$ cat src/design/mcrpe_pkg.sv
`timescale 1ns / 1ps
`default_nettype none
// ----------------------------------------------------------------------------
// mcrpe_pkg
// Shared constants, types and helpers of the context Rice plane encoder.
// ----------------------------------------------------------------------------
package mcrpe_pkg;

	localparam int MAX_WIDTH_DEF     = 4096;
	localparam int CONTEXT_COUNT_DEF = 64;

	localparam int ACC_W    = 24;
	localparam int SUM_W    = 28;
	localparam int THR_W    = 27;
	localparam int KMAX     = 12;
	localparam int K_W      = 4;
	localparam int V_W      = 9;
	localparam int CODE_W   = 48;
	localparam int LEN_W    = 6;
	localparam int ESCAPE_Q = 30;

	localparam logic [ACC_W-1:0] ACC_RESET = 24'd262144;
	// ceil(2^32 / 10): exact floor division by ten for sums below 2^28.
	localparam logic [28:0] RECIP_TEN = 29'd429496730;
	// Escape prefix: 31 ones and a zero ahead of the 16-bit value.
	localparam logic [CODE_W-1:0] ESC_PREFIX = 48'hFFFF_FFFE_0000;

	localparam logic [THR_W-1:0] K_THR [KMAX] = '{
		27'd64229, 27'd128458, 27'd256915, 27'd513829, 27'd1027657, 27'd2055314,
		27'd4110628, 27'd8221256, 27'd16442511, 27'd32885022, 27'd65770043,
		27'd131540085
	};

	typedef struct packed {
		logic signed [8:0] res;
		logic              last;
	} pred_t;

	typedef struct packed {
		logic [CODE_W-1:0] bits;
		logic [LEN_W-1:0]  len;
		logic              last;
	} code_t;

	// Division by five through a reciprocal, exact for any 10-bit value.
	function automatic logic [7:0] div5(input logic [9:0] x);
		logic [17:0] p;
		p = 18'(x) * 18'd205;
		return p[17:10];
	endfunction

endpackage
`default_nettype wire

$ cat src/design/mcrpe_packer.sv
`timescale 1ns / 1ps
`default_nettype none
// ----------------------------------------------------------------------------
// mcrpe_packer
// Bit packer: merges codes MSB first and issues one byte per cycle while the output is not stalled.
// ----------------------------------------------------------------------------
module mcrpe_packer import mcrpe_pkg::*; (
	input  logic       clk,
	input  logic       arst_n,
	input  logic       code_valid,
	output logic       code_ready,
	input  code_t      code,
	output logic       out_valid,
	input  logic       out_ready,
	output logic [7:0] code_byte,
	output logic       plane_done
);
	logic [55:0] buf_q;
	logic [5:0]  cnt_q;
	logic        fin_q, ov_q, done_q;
	logic [7:0]  byte_q;
	logic        emit;

	assign code_ready = !fin_q && cnt_q < 6'd8;
	assign emit = (!ov_q || out_ready) && (cnt_q >= 6'd8 || (fin_q && cnt_q != 6'd0));
	assign out_valid  = ov_q;
	assign code_byte  = byte_q;
	assign plane_done = done_q;

	always_ff @(posedge clk) begin
		if (code_valid && code_ready) begin
			buf_q <= (buf_q << code.len) | 56'(code.bits);
		end
		if (emit) begin
			if (cnt_q >= 6'd8) begin
				byte_q <= 8'(buf_q >> (cnt_q - 6'd8));
			end else begin
				byte_q <= 8'(buf_q << (6'd8 - cnt_q));
			end
			done_q <= fin_q && cnt_q <= 6'd8;
		end
	end

	always_ff @(posedge clk or negedge arst_n) begin
		if (!arst_n) begin
			cnt_q <= '0;
			fin_q <= 1'b0;
			ov_q  <= 1'b0;
		end else begin
			if (code_valid && code_ready) begin
				cnt_q <= cnt_q + code.len;
				fin_q <= code.last;
			end else if (emit) begin
				cnt_q <= (cnt_q >= 6'd8) ? cnt_q - 6'd8 : 6'd0;
				if (cnt_q <= 6'd8) begin
					fin_q <= 1'b0;
				end
			end
			if (emit) begin
				ov_q <= 1'b1;
			end else if (out_ready) begin
				ov_q <= 1'b0;
			end
		end
	end

endmodule
`default_nettype wire

$ cat config.mk
export PLATFORM = sky130hd
export DESIGN_NAME = mcrpe_packer
export DESIGN_NICKNAME = d
export VERILOG_FILES = /design/src/design/mcrpe_pkg.sv /design/src/design/mcrpe_packer.sv
export SDC_FILE = /design/constraint.sdc
export NUM_CORES = 1
export LEC_CHECK = 0
export BUFFER_PORTS_ARGS = -buffer_cell sky130_fd_sc_hd__buf_2
export CELL_PAD_IN_SITES_DETAIL_PLACEMENT = 0
export CELL_PAD_IN_SITES_GLOBAL_PLACEMENT = 2
export CORE_ASPECT_RATIO = 1.5
export CORE_UTILIZATION = 38
export CTS_CLUSTER_SIZE = 12
export DETAILED_ROUTE_END_ITERATION = 6
export GPL_ROUTABILITY_DRIVEN = 0
export HOLD_SLACK_MARGIN = 0.15
export PLACE_DENSITY = 0.77
export RECOVER_POWER = 100
export SKIP_CTS_REPAIR_TIMING = 1
export SYNTH_ARGS = -nofsm -noshare
export SYNTH_HDL_FRONTEND = slang
export SYNTH_SLANG_ARGS = --single-unit
$ cat constraint.sdc
create_clock -name clk -period 4.6 [get_ports clk]
set_clock_uncertainty 0.15 [all_clocks]
set_input_delay 0.46 -clock clk [delete_from_list [all_inputs] [get_ports clk]]
set_output_delay 0.46 -clock clk [all_outputs]
set_load 0.01 [all_outputs]
==> metrics.cfg, run 1 <==
[worst_setup_path]
cp.arrival_ns=3.66
end_kind=register
start_kind=register
worstPathRequired_ns=4.43
criticalPathCategory=register to register
slowest_stage=nor3b_1
crit_start=cnt_q[3]
cp_max_fo=34
cp_slowest_stage_delay_ns=1.10
crit_chain=buf_4, or3_1, nor3b_1, clkbuf_2
regToRegStartpoint=cnt_q[3]

[route]
ant_nets=0
drt_iter0_drc=1050
drc_errors=0
drt-vias-per-instance=6.96
totalWireLength_um=35000
drtPass1Iterations=7
vias=8130
drt-wirelength-per-cell_um=30.0

[sta]
setup_tns_ns=0
slew_viol_final=85
rsz0062_at_grt=false
fin_crit_ns=3.83
tightest_slew_ns=2.51
setup_ws_ns=0.769
relSlewSlack=-0.675
setup_viol=0
final_hold_viol_count=0
max_clock_freq_mhz=261
fin_crit_sh=0.833

[placed_design]
pre_cts_slack_ns=0.990
io_buffers=69
hpwlAfterDp_um=25300

[power]
p_leak_nw=3.54
p_per_area_nw_per_um2=558
peakVddDrop_v=0.000291
total_power_mw=5.62

[synthesis]
synth_compound_area_frac=0.146
async_flop_share=0.110
ys_top_cells_by_area=mux4_2, edfxtp_1, mux2i_1
synth-edff-count=65
muxShareOfSynthArea=0.450
yosys_most_used_dff=edfxtp_1
synth_top_cell_by_area=mux4_2
synth_xor_area_frac=0.00660
ys_seq_elements=73
synth_adder_area_share=0.0116
ys_warn_count=0
synth-simple-area-share=0.0994
synth_top_family_by_area=multiplexers
yosysSeqAreaShare=0.232
yosys.area.top_type_share=0.301
synth_area_um2=9290
syn_inst=829
yosysUniqueCellTypes=70
synth_area_per_cell_um2=11.2
syn-num-nets=896

[final_layout]
drive_gt1_frac=0.313
layout_commonest_cell=mux4_2
area_growth_syn_to_layout_pct=8.52
n_antenna_cell=0
layout_common_cells=mux4_2, mux2i_1, edfxtp_1
regArea_um2=2160
fillers=2392
multi_input_area_um2=6620
fin_nets=911

[hold_path]
hp-class=input pin to register
hold_start=code[0]

[floorplan]
dieArea_um2=25100
fp.dieH_um=193
ios=70
initial_core_util=0.390
fp-row-count=69
dieWidth_um=130
coreArea_um2=23800

[grt]
grt-ovfl-total=0
grtUsageTotal=0.288
grt_pass1_vias=8101
grt_max_degree=47
antenna_found_initial=0
grt_pass1_wl_um=52600

[clock_tree]
htree_levels=3
path_clk_slew_ns=0.07
cts_tree=built
cts_root_buf=clkbuf_16
clock_latency_ns=0.36
cts_buffers=9
clock_sinks=73
cts_buffer_depth=2

[status]
outcome=finished with violations
failed_checks=capacitance limit, slew limit

[run]
maxCapViolations=2

-- stage by stage --
step	utilization	area, um^2	hold slack [ns]	cells
finish	0.423	10100	0.185	1168
global route	0.423	10100	0.193	1168
CTS	0.425	10100	-0.219	1167
detailed placement	0.412	9830	0.167	1151
global placement	0.412	9830	0.168	1151
floorplan	-	9290	0.0144	829
-- state kept, by name, summed over array words and instances (netlist names) --
name,flops
code_byte,8
cnt_q,6
plane_done,1
out_valid,1
fin_q,1
buf_q,56
-- final cells by class --
| class | instances | share of cell area |
|---|---|---|
| flip-flops and latches | 73 | 0.214 |
| multi-input cells | 650 | 0.657 |
| well taps | 319 | 0.0396 |
| clock buffers | 9 | 0.0224 |
| repair buffers | 96 | 0.0551 |
| clock inverters | 7 | 0.00683 |
| inverters | 14 | 0.00522 |
-- cells by family (layout without fill, tap and decap cells) --
group,after synthesis,count (layout)
AO/OA/AOI/OAI,192,192
XOR/XNOR,7,7
adder cells (fa/ha/maj),8,8
buffers and inverters,106,126
flip-flops,73,73
multiplexers,254,254
AND/OR/NAND/NOR,189,189
-- path summary, 6_finish.rpt --
path | to | cells past startpoint | slack [ns]
max in group asynchronous | cnt_q[0] | 2 | 3.54
min in group asynchronous | cnt_q[4] | 2 | 0.41
min reg2reg | fin_q | 1 | 0.44
max reg2reg | buf_q[45] | 4 | 0.77
max | buf_q[45] | 4 | 0.77
min | fin_q | 2 | 0.18
-- worst max-delay path: cells and delay by family (launching register included) --
kind                   cells  cell delay, ns
AND/OR/NAND/NOR            2            1.71
flip-flops                 1            0.38
buffers and inverters      2            1.16
-- power by group --
| part | switching (mW) | leakage [nW] | total [mW] | internal [mW] |
|---|---|---|---|---|
| combinational | 1.91 | 2.71 | 3.54 | 1.62 |
| sequential | 0.385 | 0.687 | 1.33 | 0.942 |
| clock | 0.338 | 0.143 | 0.759 | 0.420 |
-- synthesized netlist by cell type (4+ instances only) --
cell type  count
and3_1         8
nand2b_1      12
a21o_1        14
a211oi_1       6
nor2b_1       10
a31oi_1        7
edfxtp_1      65
inv_1         10
buf_1         17
o211ai_1      11
mux2_2        46
clkbuf_1      41
o2111ai_1      4
a2bb2oi_1      4
buf_4         14
o221ai_1      15
a21oi_1       35
or3_1          5
nor4_1         4
o41ai_1        5
a221oi_1       5
o21bai_1       6
o22ai_1        6
nor3_1         8
o21ai_0       31
a22o_1         8
nand2_1       54
nand3_1       12
dfrtp_1        8
xnor2_1        4
buf_2         16
nor2_1        49
o32ai_1        4
or2_2          4
ha_1           7
and2_1        11
mux4_2       124
mux2i_1       80
-- metal layers --
layer	up-vias	track usage	share of wire
met5	-	0	0
met4	0	0.196	0.073
met3	117	0.0387	0.063
met2	470	0.471	0.50
met1	4119	0.347	0.36
li1	3424	-	-
No activity file was read; power rests on OpenSTA's default activity.
==> run 2, diff against run 1 <==
Clock period 4.6 ns to 3.3 ns, I/O delays scaled along.
==> metrics.cfg, run 2 (synthesized netlist as in run 1, its figures left out) <==
[hold_path]
min_path_cells=3  ; was 2
hold_end=buf_q[25]  ; was fin_q
hold_start=code[32]  ; was code[0]
hp-class=input pin to register  ; unchanged

[worst_setup_path]
regToRegStartpoint=cnt_q[5]  ; was cnt_q[3]
start_kind=register  ; unchanged
slowest_stage=nor3b_1  ; unchanged
reg2reg_to=buf_q[34]  ; was buf_q[45]
cp_max_fo=31  ; was 34
worstPathRequired_ns=3.16  ; was 4.43 ns
reg2reg_depth=4  ; unchanged
cp_slowest_stage_delay_ns=0.60  ; was 1.10 ns
end_kind=register  ; unchanged
crit_chain=or3_1, nor3b_1, buf_12, clkbuf_4  ; was buf_4, or3_1, nor3b_1, clkbuf_2
r2r_slack_ns=0.27  ; was 0.77 ns
criticalPathCategory=register to register  ; unchanged
cp.arrival_ns=2.89  ; was 3.66 ns

[final_layout]
fin_area_um2=10900  ; was 10100 um^2
final_cells=1256  ; was 1168
regMostFlops=buf_q  ; unchanged
multi_input_area_um2=6620  ; about the same
drive_gt1_frac=0.335  ; was 0.313
largest_register_ffs=56  ; unchanged
layout_commonest_cell=mux4_2  ; unchanged
layout_common_cells=mux4_2, mux2i_1, edfxtp_1  ; unchanged
n_antenna_cell=0  ; unchanged
fillers=2271  ; was 2392
finish.utilization=0.456  ; was 0.423
fin_nets=999  ; was 911
regArea_um2=2160  ; unchanged
area_growth_syn_to_layout_pct=17.0  ; was 8.52%

[floorplan]
fp-row-count=69  ; unchanged
dieWidth_um=130  ; unchanged
fp.dieH_um=193  ; unchanged
coreArea_um2=23800  ; unchanged
dieArea_um2=25100  ; unchanged
ios=70  ; unchanged
initial_core_util=0.390  ; unchanged

[sta]
final_hold_viol_count=0  ; unchanged
tightest_slew_ns=1.25  ; was 2.51 ns
fin_crit_ns=3.03  ; was 3.83 ns
setup_ws_ns=0.274  ; was 0.769 ns
fin_crit_sh=0.917  ; was 0.833
slew_viol_final=0  ; was 85
timing.hold.ws_ns=0.140  ; was 0.185 ns
setup_tns_ns=0  ; unchanged
max_clock_freq_mhz=330  ; was 261 MHz
rsz0062_at_grt=false  ; unchanged
setup_viol=0  ; unchanged
relSlewSlack=0.168  ; was -0.675

[placed_design]
pre_cts_slack_ns=0.152  ; was 0.990 ns
hpwlAfterDp_um=26200  ; was 25300 um
io_buffers=69  ; unchanged
dpl.cell_count=1193  ; was 1151
dpl_cell_area_um2=10200  ; was 9830 um^2

[route]
drt_iter0_drc=827  ; was 1050
ant_nets=0  ; unchanged
drc_errors=0  ; unchanged
drtPass1Iterations=5  ; was 7
totalWireLength_um=35700  ; was 35000 um
vias=8419  ; was 8130
drt-vias-per-instance=6.70  ; was 6.96
drt-wirelength-per-cell_um=28.4  ; was 30.0 um

[clock_tree]
clock_latency_ns=0.36  ; about the same
cts_root_buf=clkbuf_16  ; unchanged
clock_sinks=73  ; unchanged
cts_buffer_depth=2  ; unchanged
htree_levels=3  ; unchanged
cts_buffers=9  ; unchanged
cts_tree=built  ; unchanged
path_clk_slew_ns=0.06  ; was 0.07 ns

[power]
peakVddDrop_v=0.000355  ; was 0.000291 V
p_leak_nw=3.95  ; was 3.54 nW
p_per_area_nw_per_um2=743  ; was 558 nW/um^2
total_power_mw=8.07  ; was 5.62 mW

[grt]
antenna_found_initial=0  ; unchanged
met1_usage=0.340  ; was 0.347
grt_pass1_wl_um=53100  ; was 52600 um
grt-ovfl-total=0  ; unchanged
grt_pass1_vias=8345  ; was 8101
globalRoute.busiestLayer=met2  ; unchanged
grt_use_met2=0.479  ; was 0.471
grt_max_degree=38  ; was 47
grtUsageTotal=0.292  ; was 0.288
grt_use_met3=0.0371  ; was 0.0387

[status]
outcome=completed  ; was finished with violations

[run]
maxCapViolations=0  ; was 2

-- run 2: cell count changes in the layout (fill, tap and decap cells not counted), moves of 4 or more --
cell	change
buf_4	+44
dlygate4sd3_1	+46
mux2_1	-5
mux2_2	+4
-- run 2: routing by layer --
layer / part of all wire / routed length [um] / up-vias
met5: 0 / 0 / -
met4: 0.081 / 2900 / 0
met3: 0.064 / 2290 / 151
met2: 0.50 / 17900 / 488
met1: 0.35 / 12500 / 4188
li1: - / - / 3592
-- run 2: area by class of cell --
type                    count  share of cell area
clock buffers               9              0.0207
clock inverters             7             0.00633
inverters                  14             0.00484
multi-input cells         650               0.609
flip-flops and latches     73               0.199
well taps                 319              0.0367
repair buffers            184               0.123
-- run 2: worst max-delay path, delay by kind of cell (launching register included) --
family | cells | cell delay, ns
DFF | 1 | 0.53
and+or+nand+nor | 2 | 1.17
buffers and inverters | 2 | 0.78
-- run 2: where the power goes --
part	internal (mW)	switching, mW
Sequential	1.31	0.461
Combinational	2.48	2.78
Clock	0.586	0.452
Total	4.38	3.69
-- run 2: worst max path at each step --
stage,cells after the start,slack (ns),end,startpoint
final,4,0.27,buf_q[34],cnt_q[5]
after global routing,4,0.12,buf_q[19],cnt_q[5]
after CTS,8,0.41,code_byte[7],cnt_q[3]
after detailed placement,7,0.15,buf_q[41],code[1]
after global placement,7,0.14,buf_q[41],code[1]
after floorplan,7,-0.21,cnt_q[2],cnt_q[4]
==> run 3, diff against run 2 <==
Settings changed: PLACE_DENSITY 0.77 to 0.83.
==> metrics.cfg, run 3 (synthesized netlist as in run 1, its figures left out) <==
[sta]
timing.hold.ws_ns=0.134  ; was 0.140 ns
final_hold_viol_count=0  ; unchanged
fin_crit_sh=0.933  ; was 0.917
setup_viol=0  ; unchanged
relSlewSlack=-0.115  ; was 0.168
fin_crit_ns=3.08  ; was 3.03 ns
slew_viol_final=24  ; was 0
tightest_slew_ns=1.67  ; was 1.25 ns
setup_ws_ns=0.223  ; was 0.274 ns
rsz0062_at_grt=false  ; unchanged
max_clock_freq_mhz=325  ; was 330 MHz

[floorplan]
dieWidth_um=130  ; unchanged
fp.dieH_um=193  ; unchanged
fp-row-count=69  ; unchanged
dieArea_um2=25100  ; unchanged
ios=70  ; unchanged
initial_core_util=0.390  ; unchanged
coreArea_um2=23800  ; unchanged

[final_layout]
finish.utilization=0.454  ; was 0.456
final_cells=1251  ; was 1256
regMostFlops=buf_q  ; unchanged
fin_nets=994  ; was 999
area_growth_syn_to_layout_pct=16.6  ; was 17.0%
layout_commonest_cell=mux4_2  ; unchanged
largest_register_ffs=56  ; unchanged
drive_gt1_frac=0.329  ; was 0.335
layout_common_cells=mux4_2, mux2i_1, edfxtp_1  ; unchanged
n_antenna_cell=0  ; unchanged

[status]
failed_checks=capacitance limit, slew limit
outcome=finished with violations  ; was completed

[grt]
grtUsageTotal=0.291  ; was 0.292
grt_max_degree=40  ; was 38
antenna_found_initial=0  ; unchanged
grt_pass1_wl_um=53300  ; was 53100 um
grt_pass1_vias=8498  ; was 8345
grt-ovfl-total=0  ; unchanged

[worst_setup_path]
criticalPathCategory=register to register  ; unchanged
end_kind=register  ; unchanged
cp_max_fo=34  ; was 31
slowest_stage=or3_1  ; was nor3b_1
cp.arrival_ns=2.98  ; was 2.89 ns
worstPathRequired_ns=3.20  ; was 3.16 ns
start_kind=register  ; unchanged
crit_chain=clkbuf_2, or3_1, nor3b_4, buf_12, clkbuf_4  ; was or3_1, nor3b_1, buf_12, clkbuf_4
cp_slowest_stage_delay_ns=0.73  ; was 0.60 ns

[clock_tree]
cts_tree=built  ; unchanged
cts_root_buf=clkbuf_16  ; unchanged
cts_buffers=9  ; unchanged
path_clk_slew_ns=0.07  ; was 0.06 ns
htree_levels=3  ; unchanged
clock_latency_ns=0.37  ; was 0.36 ns
clock_sinks=73  ; unchanged
cts_buffer_depth=2  ; unchanged

[route]
ant_nets=0  ; unchanged
drt_iter0_drc=963  ; was 827
drt-vias-per-instance=6.87  ; was 6.70
drtPass1Iterations=7  ; was 5
vias=8595  ; was 8419
drt-wirelength-per-cell_um=28.2  ; was 28.4 um
totalWireLength_um=35200  ; was 35700 um
drc_errors=0  ; unchanged

[hold_path]
hp-class=input pin to register  ; unchanged

[placed_design]
io_buffers=69  ; unchanged
dpl.cell_count=1188  ; was 1193
pre_cts_slack_ns=0.302  ; was 0.152 ns
hpwlAfterDp_um=25600  ; was 26200 um

[power]
p_per_area_nw_per_um2=748  ; was 743 nW/um^2
p_leak_nw=3.91  ; was 3.95 nW
peakVddDrop_v=0.000318  ; was 0.000355 V

[run]
maxCapViolations=1  ; was 0

run 3: report_power, final:
| group | internal, mW | switching (mW) |
|---|---|---|
| sequential | 1.31 | 0.485 |
| combinational | 2.47 | 2.75 |
| clock | 0.590 | 0.478 |
run 3: worst max-delay path: cells and delay by family, from the launching register on:
family | cells | cell delay (ns)
buf+inv | 3 | 1.09
simple gates | 2 | 1.08
flops | 1 | 0.40
run 3: final cells by class:
| cell class | instances | area [um^2] |
|---|---|---|
| Fill cell | 2323 | 13000 |
| Timing Repair Buffer | 179 | 1290 |
| Multi-Input combinational cell | 650 | 6630 |
| Clock inverter | 6 | 67.6 |
| Sequential cell | 73 | 2160 |
| Tap cell | 319 | 399 |
| Clock buffer | 10 | 229 |
| Inverter | 14 | 52.6 |
run 3: stage by stage:
stage / power, mW / cell area (um^2) / setup TNS, ns
after global placement: 6.92 / 10100 / 0
after floorplan: 5.35 / 9320 / -0.854
after detailed placement: 6.94 / 10100 / 0
final: 8.09 / 10800 / 0
after global routing: 8.51 / 10800 / 0
after CTS: 8.00 / 10400 / 0
run 3: path summary, 6_finish.rpt:
kind	startpoint	to	slack, ns	cells after the start
hold / removal	code[46]	buf_q[39]	0.13	3
setup reg to reg	cnt_q[3]	buf_q[12]	0.22	5
max in group asynchronous	arst_n	cnt_q[0]	2.42	2
setup / recovery	cnt_q[3]	buf_q[12]	0.22	5
hold reg to reg	fin_q	fin_q	0.48	1
min in group asynchronous	arst_n	cnt_q[0]	0.25	2
run 3: metal layers:
metal / GRT usage / vias up / share of wire
met1: 0.350 / 4295 / 0.35
met5: 0 / - / 0
met2: 0.462 / 551 / 0.49
li1: - / 3590 / -
met4: 0.226 / 0 / 0.085
met3: 0.0423 / 159 / 0.074
